[src/design/i2cmts_pkg.sv]
`timescale 1ns / 1ps

package i2cmts_pkg;

   // default buffer depth
   localparam int BUF_DEPTH_DEFAULT = 256;

   // start item kinds
   localparam logic [1:0] KIND_WRITE      = 2'd0;
   localparam logic [1:0] KIND_READ       = 2'd1;
   localparam logic [1:0] KIND_WRITE_READ = 2'd2;
   localparam logic [1:0] KIND_UNDEF      = 2'd3;

   // item modes
   localparam logic MODE_START = 1'b0;
   localparam logic MODE_EVENT = 1'b1;

   // data register load codes
   localparam logic [1:0] LOAD_NONE = 2'd0;
   localparam logic [1:0] LOAD_ADDR = 2'd1;
   localparam logic [1:0] LOAD_BUF  = 2'd2;

   // bus controller status codes
   localparam logic [7:0] ST_START       = 8'h08;
   localparam logic [7:0] ST_RSTART      = 8'h10;
   localparam logic [7:0] ST_SLAW_ACK    = 8'h18;
   localparam logic [7:0] ST_SLAW_NACK   = 8'h20;
   localparam logic [7:0] ST_TXDATA_ACK  = 8'h28;
   localparam logic [7:0] ST_TXDATA_NACK = 8'h30;
   localparam logic [7:0] ST_ARB_LOST    = 8'h38;
   localparam logic [7:0] ST_SLAR_ACK    = 8'h40;
   localparam logic [7:0] ST_SLAR_NACK   = 8'h48;
   localparam logic [7:0] ST_RXDATA_ACK  = 8'h50;
   localparam logic [7:0] ST_RXDATA_NACK = 8'h58;

   // control register masks
   localparam logic [6:0] CON_NONE      = 7'h00;
   localparam logic [6:0] CON_ACK       = 7'h04;
   localparam logic [6:0] CON_SI        = 7'h08;
   localparam logic [6:0] CON_ACK_SI    = 7'h0C;
   localparam logic [6:0] CON_STO_ACK   = 7'h14;
   localparam logic [6:0] CON_STA       = 7'h20;
   localparam logic [6:0] CON_STA_ACK   = 7'h24;
   localparam logic [6:0] CON_STA_SI    = 7'h28;

   typedef struct packed {
      logic       mode;
      logic [1:0] kind;
      logic [7:0] slave_addr_byte;
      logic [8:0] byte_count;
      logic [8:0] second_count;
      logic [7:0] status_code;
      logic [7:0] rx_data;
   } req_type;

   typedef struct packed {
      logic [6:0] con_set;
      logic [6:0] con_clr;
      logic [1:0] load_data;
      logic [7:0] addr_out;
      logic [7:0] buf_index;
      logic       store_rx;
      logic [7:0] store_byte;
      logic       done_res;
      logic       failed;
   } rsp_type;

   typedef struct packed {
      logic [8:0] remaining;
      logic [7:0] index_now;
      logic [7:0] addr_now;
      logic [8:0] chain_count;
      logic [7:0] chain_addr;
      logic       chain_pending;
   } state_type;

endpackage

[src/design/i2cmts_step.sv]
`timescale 1ns / 1ps

module i2cmts_step #(
   parameter int BUF_DEPTH = i2cmts_pkg::BUF_DEPTH_DEFAULT
) (
   input  i2cmts_pkg::state_type st,
   input  i2cmts_pkg::req_type   item,
   output i2cmts_pkg::state_type st_next,
   output i2cmts_pkg::rsp_type   rsp
);
   import i2cmts_pkg::*;

   logic [8:0] idx_inc;
   logic [7:0] idx_adv;
   logic [8:0] rem_dec;

   // buffer index advance, wraps at the buffer depth
   always_comb begin
      idx_inc = {1'b0, st.index_now} + 9'd1;
      if (int'(idx_inc) >= BUF_DEPTH) begin
         idx_adv = 8'd0;
      end else begin
         idx_adv = idx_inc[7:0];
      end
      rem_dec = st.remaining - 9'd1;
   end

   // decision for one transaction
   always_comb begin
      st_next = st;
      rsp     = '0;
      if (item.mode == MODE_START) begin
         if (item.kind != KIND_UNDEF) begin
            st_next.addr_now  = (item.kind == KIND_READ) ?
                                (item.slave_addr_byte | 8'h01) : item.slave_addr_byte;
            st_next.remaining = item.byte_count;
            st_next.index_now = 8'd0;
            if (item.kind == KIND_WRITE_READ) begin
               st_next.chain_count   = item.second_count;
               st_next.chain_addr    = item.slave_addr_byte | 8'h01;
               st_next.chain_pending = 1'b1;
            end
            rsp.con_set = CON_STA;
         end
      end else begin
         case (item.status_code)
            ST_START, ST_RSTART: begin
               rsp.load_data = LOAD_ADDR;
               rsp.addr_out  = st.addr_now;
               rsp.con_set   = CON_ACK;
               rsp.con_clr   = CON_STA_SI;
            end
            ST_SLAW_ACK: begin
               rsp.load_data     = LOAD_BUF;
               rsp.buf_index     = st.index_now;
               st_next.index_now = idx_adv;
               rsp.con_set       = CON_ACK;
               rsp.con_clr       = CON_SI;
            end
            ST_SLAW_NACK: begin
               rsp.con_set  = CON_STO_ACK;
               rsp.con_clr  = CON_STA_SI;
               rsp.done_res = 1'b1;
               rsp.failed   = 1'b1;
            end
            ST_TXDATA_ACK: begin
               st_next.remaining = rem_dec;
               if (rem_dec == 9'd0) begin
                  if (!st.chain_pending) begin
                     rsp.con_set  = CON_STO_ACK;
                     rsp.con_clr  = CON_SI;
                     rsp.done_res = 1'b1;
                  end else begin
                     // chained restart into the read phase
                     st_next.addr_now      = st.chain_addr;
                     st_next.index_now     = 8'd0;
                     st_next.remaining     = st.chain_count;
                     st_next.chain_pending = 1'b0;
                     rsp.con_set           = CON_STA;
                     rsp.con_clr           = CON_SI;
                  end
               end else begin
                  rsp.load_data     = LOAD_BUF;
                  rsp.buf_index     = st.index_now;
                  st_next.index_now = idx_adv;
                  rsp.con_set       = CON_ACK;
                  rsp.con_clr       = CON_SI;
               end
            end
            ST_TXDATA_NACK: begin
               rsp.con_set  = CON_STO_ACK;
               rsp.con_clr  = CON_SI;
               rsp.done_res = 1'b1;
            end
            ST_ARB_LOST: begin
               rsp.con_set = CON_STA_ACK;
               rsp.con_clr = CON_SI;
            end
            ST_SLAR_ACK: begin
               if (st.remaining != 9'd1) begin
                  rsp.con_set = CON_ACK;
                  rsp.con_clr = CON_SI;
               end else begin
                  rsp.con_clr = CON_ACK_SI;
               end
            end
            ST_RXDATA_ACK: begin
               rsp.store_rx      = 1'b1;
               rsp.store_byte    = item.rx_data;
               rsp.buf_index     = st.index_now;
               st_next.index_now = idx_adv;
               st_next.remaining = rem_dec;
               if (rem_dec == 9'd1) begin
                  rsp.con_clr = CON_ACK_SI;
               end else begin
                  rsp.con_set = CON_ACK;
                  rsp.con_clr = CON_SI;
               end
            end
            ST_RXDATA_NACK: begin
               rsp.store_rx   = 1'b1;
               rsp.store_byte = item.rx_data;
               rsp.buf_index  = st.index_now;
               if (!st.chain_pending) begin
                  rsp.con_set  = CON_STO_ACK;
                  rsp.con_clr  = CON_SI;
                  rsp.done_res = 1'b1;
               end else begin
                  st_next.addr_now      = st.chain_addr;
                  st_next.index_now     = 8'd0;
                  st_next.remaining     = st.chain_count;
                  st_next.chain_pending = 1'b0;
                  rsp.con_set           = CON_STA;
                  rsp.con_clr           = CON_SI;
               end
            end
            default: begin
               // unlisted code, bus error
               rsp.con_set  = CON_STO_ACK;
               rsp.con_clr  = CON_SI;
               rsp.done_res = 1'b1;
               rsp.failed   = 1'b1;
            end
         endcase
      end
   end

endmodule

[src/design/i2c_master_transfer_sequencer_core.sv]
`timescale 1ns / 1ps
// channel   ports                          direction
// request   req_valid req_ready req_data   in   start items and status events
// response  rsp_valid rsp_ready rsp_data   out  control masks, loads, strobes
//
// one response per request; a transaction passes from req to rsp through the input register,
// then the result register, and one may enter every cycle while the response is not stalled
// transfer state updates as the input register hands its item to the result register
// synchronous active-high reset clears both valid flags and the transfer state
// a stalled response holds its register; the input register still fills behind it

module i2c_master_transfer_sequencer_core #(
   parameter int BUF_DEPTH = i2cmts_pkg::BUF_DEPTH_DEFAULT
) (
   input  logic                clock,
   input  logic                reset,
   input  logic                req_valid,
   output logic                req_ready,
   input  i2cmts_pkg::req_type req_data,
   output logic                rsp_valid,
   input  logic                rsp_ready,
   output i2cmts_pkg::rsp_type rsp_data
);
   import i2cmts_pkg::*;

   logic      in_valid_ff;
   req_type   in_item_ff;
   logic      out_valid_ff;
   rsp_type   out_item_ff;
   state_type state_ff;
   state_type state_in;
   rsp_type   result_in;
   logic      advance;

   // input register moves on when the result register is free or draining
   assign advance   = in_valid_ff && (!out_valid_ff || rsp_ready);
   assign req_ready = !in_valid_ff || advance;

   i2cmts_step #(
      .BUF_DEPTH(BUF_DEPTH)
   ) u_step (
      .st      (state_ff),
      .item    (in_item_ff),
      .st_next (state_in),
      .rsp     (result_in)
   );

   // input register
   always_ff @(posedge clock) begin
      if (reset) begin
         in_valid_ff <= 1'b0;
      end else if (req_ready) begin
         in_valid_ff <= req_valid;
      end
      if (req_ready && req_valid) begin
         in_item_ff <= req_data;
      end
   end

   // transfer state and result register
   always_ff @(posedge clock) begin
      if (reset) begin
         state_ff     <= '0;
         out_valid_ff <= 1'b0;
      end else begin
         if (advance) begin
            state_ff     <= state_in;
            out_valid_ff <= 1'b1;
         end else if (rsp_ready) begin
            out_valid_ff <= 1'b0;
         end
      end
      if (advance) begin
         out_item_ff <= result_in;
      end
   end

   assign rsp_valid = out_valid_ff;
   assign rsp_data  = out_item_ff;

endmodule

[config.mk]
export PLATFORM = sky130hd
export DESIGN_NAME = i2c_master_transfer_sequencer_core
export DESIGN_NICKNAME = d
export VERILOG_FILES = /design/src/design/i2cmts_pkg.sv /design/src/design/i2cmts_step.sv /design/src/design/i2c_master_transfer_sequencer_core.sv
export SDC_FILE = /design/constraint.sdc
export NUM_CORES = 1
export LEC_CHECK = 0
export BUFFER_PORTS_ARGS = -buffer_cell sky130_fd_sc_hd__buf_2
export CORE_UTILIZATION = 55
export DETAILED_ROUTE_END_ITERATION = 8
export PLACE_DENSITY_LB_ADDON = 0.08
export SLEW_MARGIN = 20
export SYNTH_ARGS = -nofsm -noshare
export SYNTH_HDL_FRONTEND = slang
export SYNTH_SLANG_ARGS = --single-unit
[constraint.sdc]
create_clock -name clock -period 3.9 [get_ports clock]
set_clock_uncertainty 0.15 [all_clocks]
set_input_delay 0.39 -clock clock [delete_from_list [all_inputs] [get_ports clock]]
set_output_delay 0.39 -clock clock [all_outputs]
set_load 0.01 [all_outputs]
# == Yosys cells after proc, flatten, opt, wreduce, memory -nomap -nowiden ==
# Index checks and enable logic that the tools add are counted.
# op_classes
n_reduce_logical,23
shifts,0
n_lt_le_gt_ge,1
eq_ne,22
n_addsub,2
bitwise_logic,1
mux,36
div,0
mul,0
# op_table
op,count
$pmux W14 S8,1
$mux W25,3
$mux W43,1
$eq A8 B6 Y1 const B,4
$mux W8,4
$pmux W8 S2,2
$pmux W9 S3,1
$eq A8 B7 Y1 const B,3
$pmux W8 S3,1
$mux W18,1
$mux W9,2
$eq A8 B5 Y1 const B,2
$mux W14,1
$mux W13,1
$mux W3,4
$reduce_and A5 Y1,2
$add A8 B1 Y9 const B,1
$eq A9 B1 Y1 const B,1
$ge A9 B9 Y1 const B,1
$logic_not A9 Y1,1
$ne A9 B1 Y1 const B,1
$reduce_or A9 Y1,1
$sub A9 B1 Y9 const B,1
$eq A8 B4 Y1 const B,1
27 further kinds,44
# totals
memories,0
latch_bits,0
register_bits,133
wordCells,109
input_bits,49
ram_bits,0
romBits,0

# == Logic depth before layout (Yosys ltp) ==
# depth
word_depth,6
depth_mapped,9
ltp_nobuf,8

# == Hierarchy ==
# A second synthesis with hierarchy kept.
# hier_totals
hier_cells,604
area_unflattened_um2,6822.8
# by_module_without_submodules
mod,cells_per_inst,seq_area_each_um2,n_inst,area_each_um2
i2c_master_transfer_sequencer_core,284,3543.4,1,4650.7
i2cmts_step,320,0.0,1,2172.1

# == Worst setup path before layout ==
# Ideal clock, no wire load.
# synth_path
path_kind,register -> register
start,reg out_valid_ff (netlist: rsp_valid)
end,reg state_ff[32] in the netlist's numbering
arrival_ns,2.627
period_less_slack_ns,2.848
required_time_ns,3.679
path_slack_ns,1.052
stages_incl_launch_ff,8
setup_ns,0.071
path_cell_list,dfxtp_1 -> nor2b_1 -> nor2b_1 -> clkbuf_1 -> o21a_4 -> nand3_1 -> or4_1 -> a21oi_1
# synth_between
elab_chain_cells,4
# synth_lines
element,line,rtl
start: declaration,i2c_master_transfer_sequencer_core.sv:28,logic out_valid_ff;
start signal: assignment,i2c_master_transfer_sequencer_core.sv:64,out_valid_ff <= 1'b0;
start signal: assignment,i2c_master_transfer_sequencer_core.sv:68,out_valid_ff <= 1'b1;
start signal: assignment,i2c_master_transfer_sequencer_core.sv:70,out_valid_ff <= 1'b0;
$logic_not A1 Y1,i2c_master_transfer_sequencer_core.sv:36,assign advance = in_valid_ff && (!out_valid_ff || rsp_ready);
$logic_or A1 B1 Y1,i2c_master_transfer_sequencer_core.sv:36,
$logic_and A1 B1 Y1,i2c_master_transfer_sequencer_core.sv:36,
named net advance,i2c_master_transfer_sequencer_core.sv:33,logic advance;
$reduce_and A5 Y1 (no source line),--,
end signal: assignment,i2c_master_transfer_sequencer_core.sv:67,state_ff <= state_in;
end: declaration,i2c_master_transfer_sequencer_core.sv:30,state_type state_ff;
# The timed path passes the listed nets, and every way through them passes these cells.
# A chain may end at the register's enable or synchronous reset.

# == Worst setup path in the final report ==
# layout_path
start,reg in_item_ff[10] in the netlist's numbering
end,"reg out_item_ff, in the netlist rsp_data[17], data pin"
# layout_between
elab_chain_cells,3
# layout_lines
element,line,rtl
start: declaration,i2c_master_transfer_sequencer_core.sv:27,req_type in_item_ff;
start signal: assignment,i2c_master_transfer_sequencer_core.sv:56,in_item_ff <= req_data;
$eq A8 B5 Y1 or $eq A8 B7 Y1 (tied branches),i2cmts_step.sv:46,case (item.status_code)
$reduce_or A3 Y1 (no source line),--,
$pmux W8 S2 (*),i2cmts_step.sv:46,
end signal: assignment,i2c_master_transfer_sequencer_core.sv:74,out_item_ff <= result_in;
end: declaration,i2c_master_transfer_sequencer_core.sv:29,rsp_type out_item_ff;
# Mark *: on every way between the ends. The rest lies on a longest branch, timed or not.

==> summary.md <==
| Metric | Value |
|---|---|
| Status | `finished clean` |
| GP Congestion | `0.871` |
| Diodes inserted | `0` |
| Resize count post-CTS | `0` |
| DR vias/cell | `between 5 and 6` |
| Most frequent cells in the layout | `85 x buf_2, 80 x edfxtp_1, 46 x dlygate4sd3_1, 45 x dfxtp_1, 44 x nor2_1` |
| Most common cell after layout, fill and taps aside | `buf_2` |
| Die Ht | `a little over 100 µm` |
| Arrival time at the worst endpoint | `2.91 ns` |
| Post-synth EDFFs | `80` |
| Port bufs | `85` |
| Share of layout cells above drive strength 1 | `between 20% and 30%` |
| Grt ovf | `0` |
| Non-Filler Instances | `between 700 and 800` |
| Comb pwr share | `7.9%` |
| CTS H-tree depth | `4` |
| Nets | `627` |
| Final Hold Vio Count | `0` |
| P per Cell Area | `about 460 nW/µm²` |
| Sw Ratio | `between 20% and 30%` |
| Seq pwr share | `46.7%` |
| Clk sinks | `~130` |
| Mapped Area | `5430 µm²` |
| Antenna Nets Post-Route | `0` |
| Vias post-DR | `3908` |
| Hold/Removal Path Class | `in -> reg` |
| CP Max Fanout | `10` |
| Pin count of the biggest net entering global routing | `46` |
| Router iterations before antenna repair | `4` |
| DR WL/cell | `around 15 µm` |
| Starting Density | `between 50% and 60%` |
| Clk pwr share | `a little under half` |
| Leak | `approximately 2.7 nW` |
| Worst hold slack | `around 0.077 ns` |
| Antenna violations before repair | `0` |
| Global-route wire length before repair | `~18 mm` |
| Total chip power | `about 3.2 mW` |
| Rows | `35` |
| CTS Buf Count | `17` |
| VDD IR max | `~290 µV` |
| Avg Cell Area, Syn | `12.3 µm²` |
| Yosys cell types | `69` |
| CTS tree | `yes` |
| Dominant synthesized flop cell | `edfxtp_1` |
| Syn-to-layout area delta | `27.4%` |
| Crit. End Element | `register` |
| Fmax | `372 MHz` |
| Die ar. | `approximately 10000 µm²` |
| Clock transition at path regs | `approximately 0.06 ns` |
| Layout fillers | `650` |
| DRC | `0` |
| Max Cap Viol | `0` |
| Yosys warns | `0` |
| Startpoint types | `register` |
| Violation count after the first detailed-route iteration | `roughly 170` |
| Later-pin clock latency in the skew report | `just over 0.5 ns` |
| Vias in the first global route | `approximately 3800` |
| Fraction of registers with async set/reset | `0%` |
| Max-slew violations | `0` |
| Internal power | `~2.5 mW` |
| Final period util | `68.9%` |
| Yosys reg bits | `about 130` |
| Die width | `around 100 µm` |
| Final Routed Wirelength | `about 11 mm` |
| I/O pins | `94` |
| Setup-failing EPs final | `0` |
| Max-slew headroom at the worst pin | `34.4%` |
| Required @ worst endpoint | `4.12 ns` |
| Post-DP HPWL | `around 6.8 mm` |
| Sequential cell area fraction in the yosys report | `60.8%` |
| RSZ-0062 raised after global routing | `no` |
| Final TNS setup | `0 ns` |
| Post-Synthesis Cells | `approximately 440` |
| Switching Power | `0.719 mW` |
| Post-layout util | `between 70% and 80%` |
| Slew @ Worst Pin | `a little under 1 ns` |
| Setup CP Type | `reg -> reg` |
| Final worst path period need | `approximately 2.7 ns` |
| Placed cells | `637` |
| GRT Total Usage | `a little under a quarter` |
| Core Box Area | `between 9000 and 10000 µm²` |
| Clock Tree Root | `clkbuf_8` |
| Clock Path Buffers | `2` |
==> layout make-up <==
class | instances | area (µm²) | area share (%)
Sequential cell | 125 | 3300 | 47.7
Clock inverter | 11 | 90.1 | 1.30
Clock buffer | 21 | 470 | 6.80
Timing Repair Buffer | 135 | 916 | 13.2
Multi-Input combinational cell | 288 | 1950 | 28.3
Inverter | 6 | 22.5 | 0.326
Tap cell | 129 | 161 | 2.33
==> stage by stage <==
step | worst slack (ns) | cell area [µm²]
final | 1.21 | 6920
after global routing | 0.991 | 6920
after CTS | 1.23 | 6920
after detailed placement | 1.25 | 5900
after global placement | 1.33 | 5900
after floorplan | 1.05 | 5460
==> synthesized netlist by cell type, types with 2 or more instances <==
| cell | n | area share [%] |
|---|---|---|
| edfxtp_1 | 80 | 44 |
| dfxtp_1 | 45 | 17 |
| nor2_1 | 44 | 3.0 |
| a21oi_1 | 26 | 2.4 |
| and2_1 | 26 | 3.0 |
| mux2i_1 | 20 | 3.7 |
| nand2_1 | 18 | 1.2 |
| clkbuf_1 | 11 | 0.76 |
| nand3_1 | 10 | 0.92 |
| a32oi_1 | 9 | 1.5 |
| a311oi_2 | 8 | 2.2 |
| buf_4 | 8 | 1.1 |
| nor2b_1 | 8 | 0.92 |
| o21ai_0 | 8 | 0.74 |
| nor3_1 | 7 | 0.65 |
| inv_1 | 6 | 0.41 |
| o22ai_1 | 6 | 0.69 |
| ha_1 | 5 | 1.2 |
| nand4_1 | 5 | 0.58 |
| xnor2_1 | 5 | 0.81 |
| a221oi_1 | 4 | 0.65 |
| buf_2 | 4 | 0.37 |
| buf_6 | 4 | 0.83 |
| nand2b_1 | 4 | 0.46 |
| nand3b_1 | 4 | 0.55 |
| or3_1 | 4 | 0.46 |
| a21boi_0 | 3 | 0.41 |
| a31oi_1 | 3 | 0.35 |
| and3_1 | 3 | 0.35 |
| buf_1 | 3 | 0.21 |
| nand4b_1 | 3 | 0.48 |
| nor4_1 | 3 | 0.35 |
| o211ai_1 | 3 | 0.41 |
| or4_1 | 3 | 0.41 |
| xor2_1 | 3 | 0.48 |
| a211oi_1 | 2 | 0.28 |
| a311oi_1 | 2 | 0.32 |
| o21bai_1 | 2 | 0.28 |
==> path summary, 6_finish.rpt <==
check                      startpoint                          to  slack, ns  cells past startpoint
max          in_item_ff[10]$_DFFE_PP_  rsp_data[17]$_SDFFCE_PN0P_       1.21                      5
min reg2reg  state_ff[1]$_SDFFE_PP0P_    state_ff[1]$_SDFFE_PP0P_       0.30                      2
min                         rsp_ready      rsp_valid$_SDFFE_PP0P_       0.08                      4
max reg2reg  in_item_ff[10]$_DFFE_PP_  rsp_data[17]$_SDFFCE_PN0P_       1.21                      5
==> logic make-up (layout without fill, tap and decap cells) <==
group / count (synthesis) / count (layout) / synth area share [%]
simple gates: 154 / 154 / 15.4
xor+xnor: 8 / 8 / 1.29
buf+inv: 37 / 173 / 3.82
compound gates: 93 / 93 / 13.7
flops: 125 / 125 / 60.8
mux: 20 / 20 / 3.69
fa+ha+maj: 5 / 5 / 1.15
other cells: 1 / 8 / 0.0691
==> metal layers <==
metal / global-route usage, % / wire length (µm) / up-vias
li1: - / - / 1907
met1: 29.1 / 4890 / 1839
met2: 38.9 / 5330 / 146
met3: 6.76 / 544 / 16
met4: 9.59 / 163 / 0
met5: 0 / 0 / -
==> registers in the layout, summed over array words and instances (netlist names) <==
name / count
in_item_ff: 45
in_valid_ff: 1
rsp_data: 35
rsp_valid: 1
state_ff: 43
==> critical path, stage by stage (launching register included) <==
cell	delay, ns
edfxtp_1	0.37
or4_1	0.80
nor3_2	0.35
o21ai_0	0.22
a21oi_1	0.47
and2_1	0.20
==> power by group through the flow <==
stage          registers [mW]  logic [mW]  clock network (mW)
2_1_floorplan            1.52       0.151                   0
3_3_place_gp             1.53       0.212                   0
3_5_place_dp             1.53       0.214                   0
4_1_cts                  1.50       0.251                1.49
5_1_grt                  1.51       0.280                1.54
6_report                 1.50       0.253                1.46
==> what timing repair did <==
action	4_1_cts	5_1_grt
hold buffers	46	0
hold endpoints to repair	46	0
buffers inserted	0	0
No activity file was read; power rests on OpenSTA's default activity.
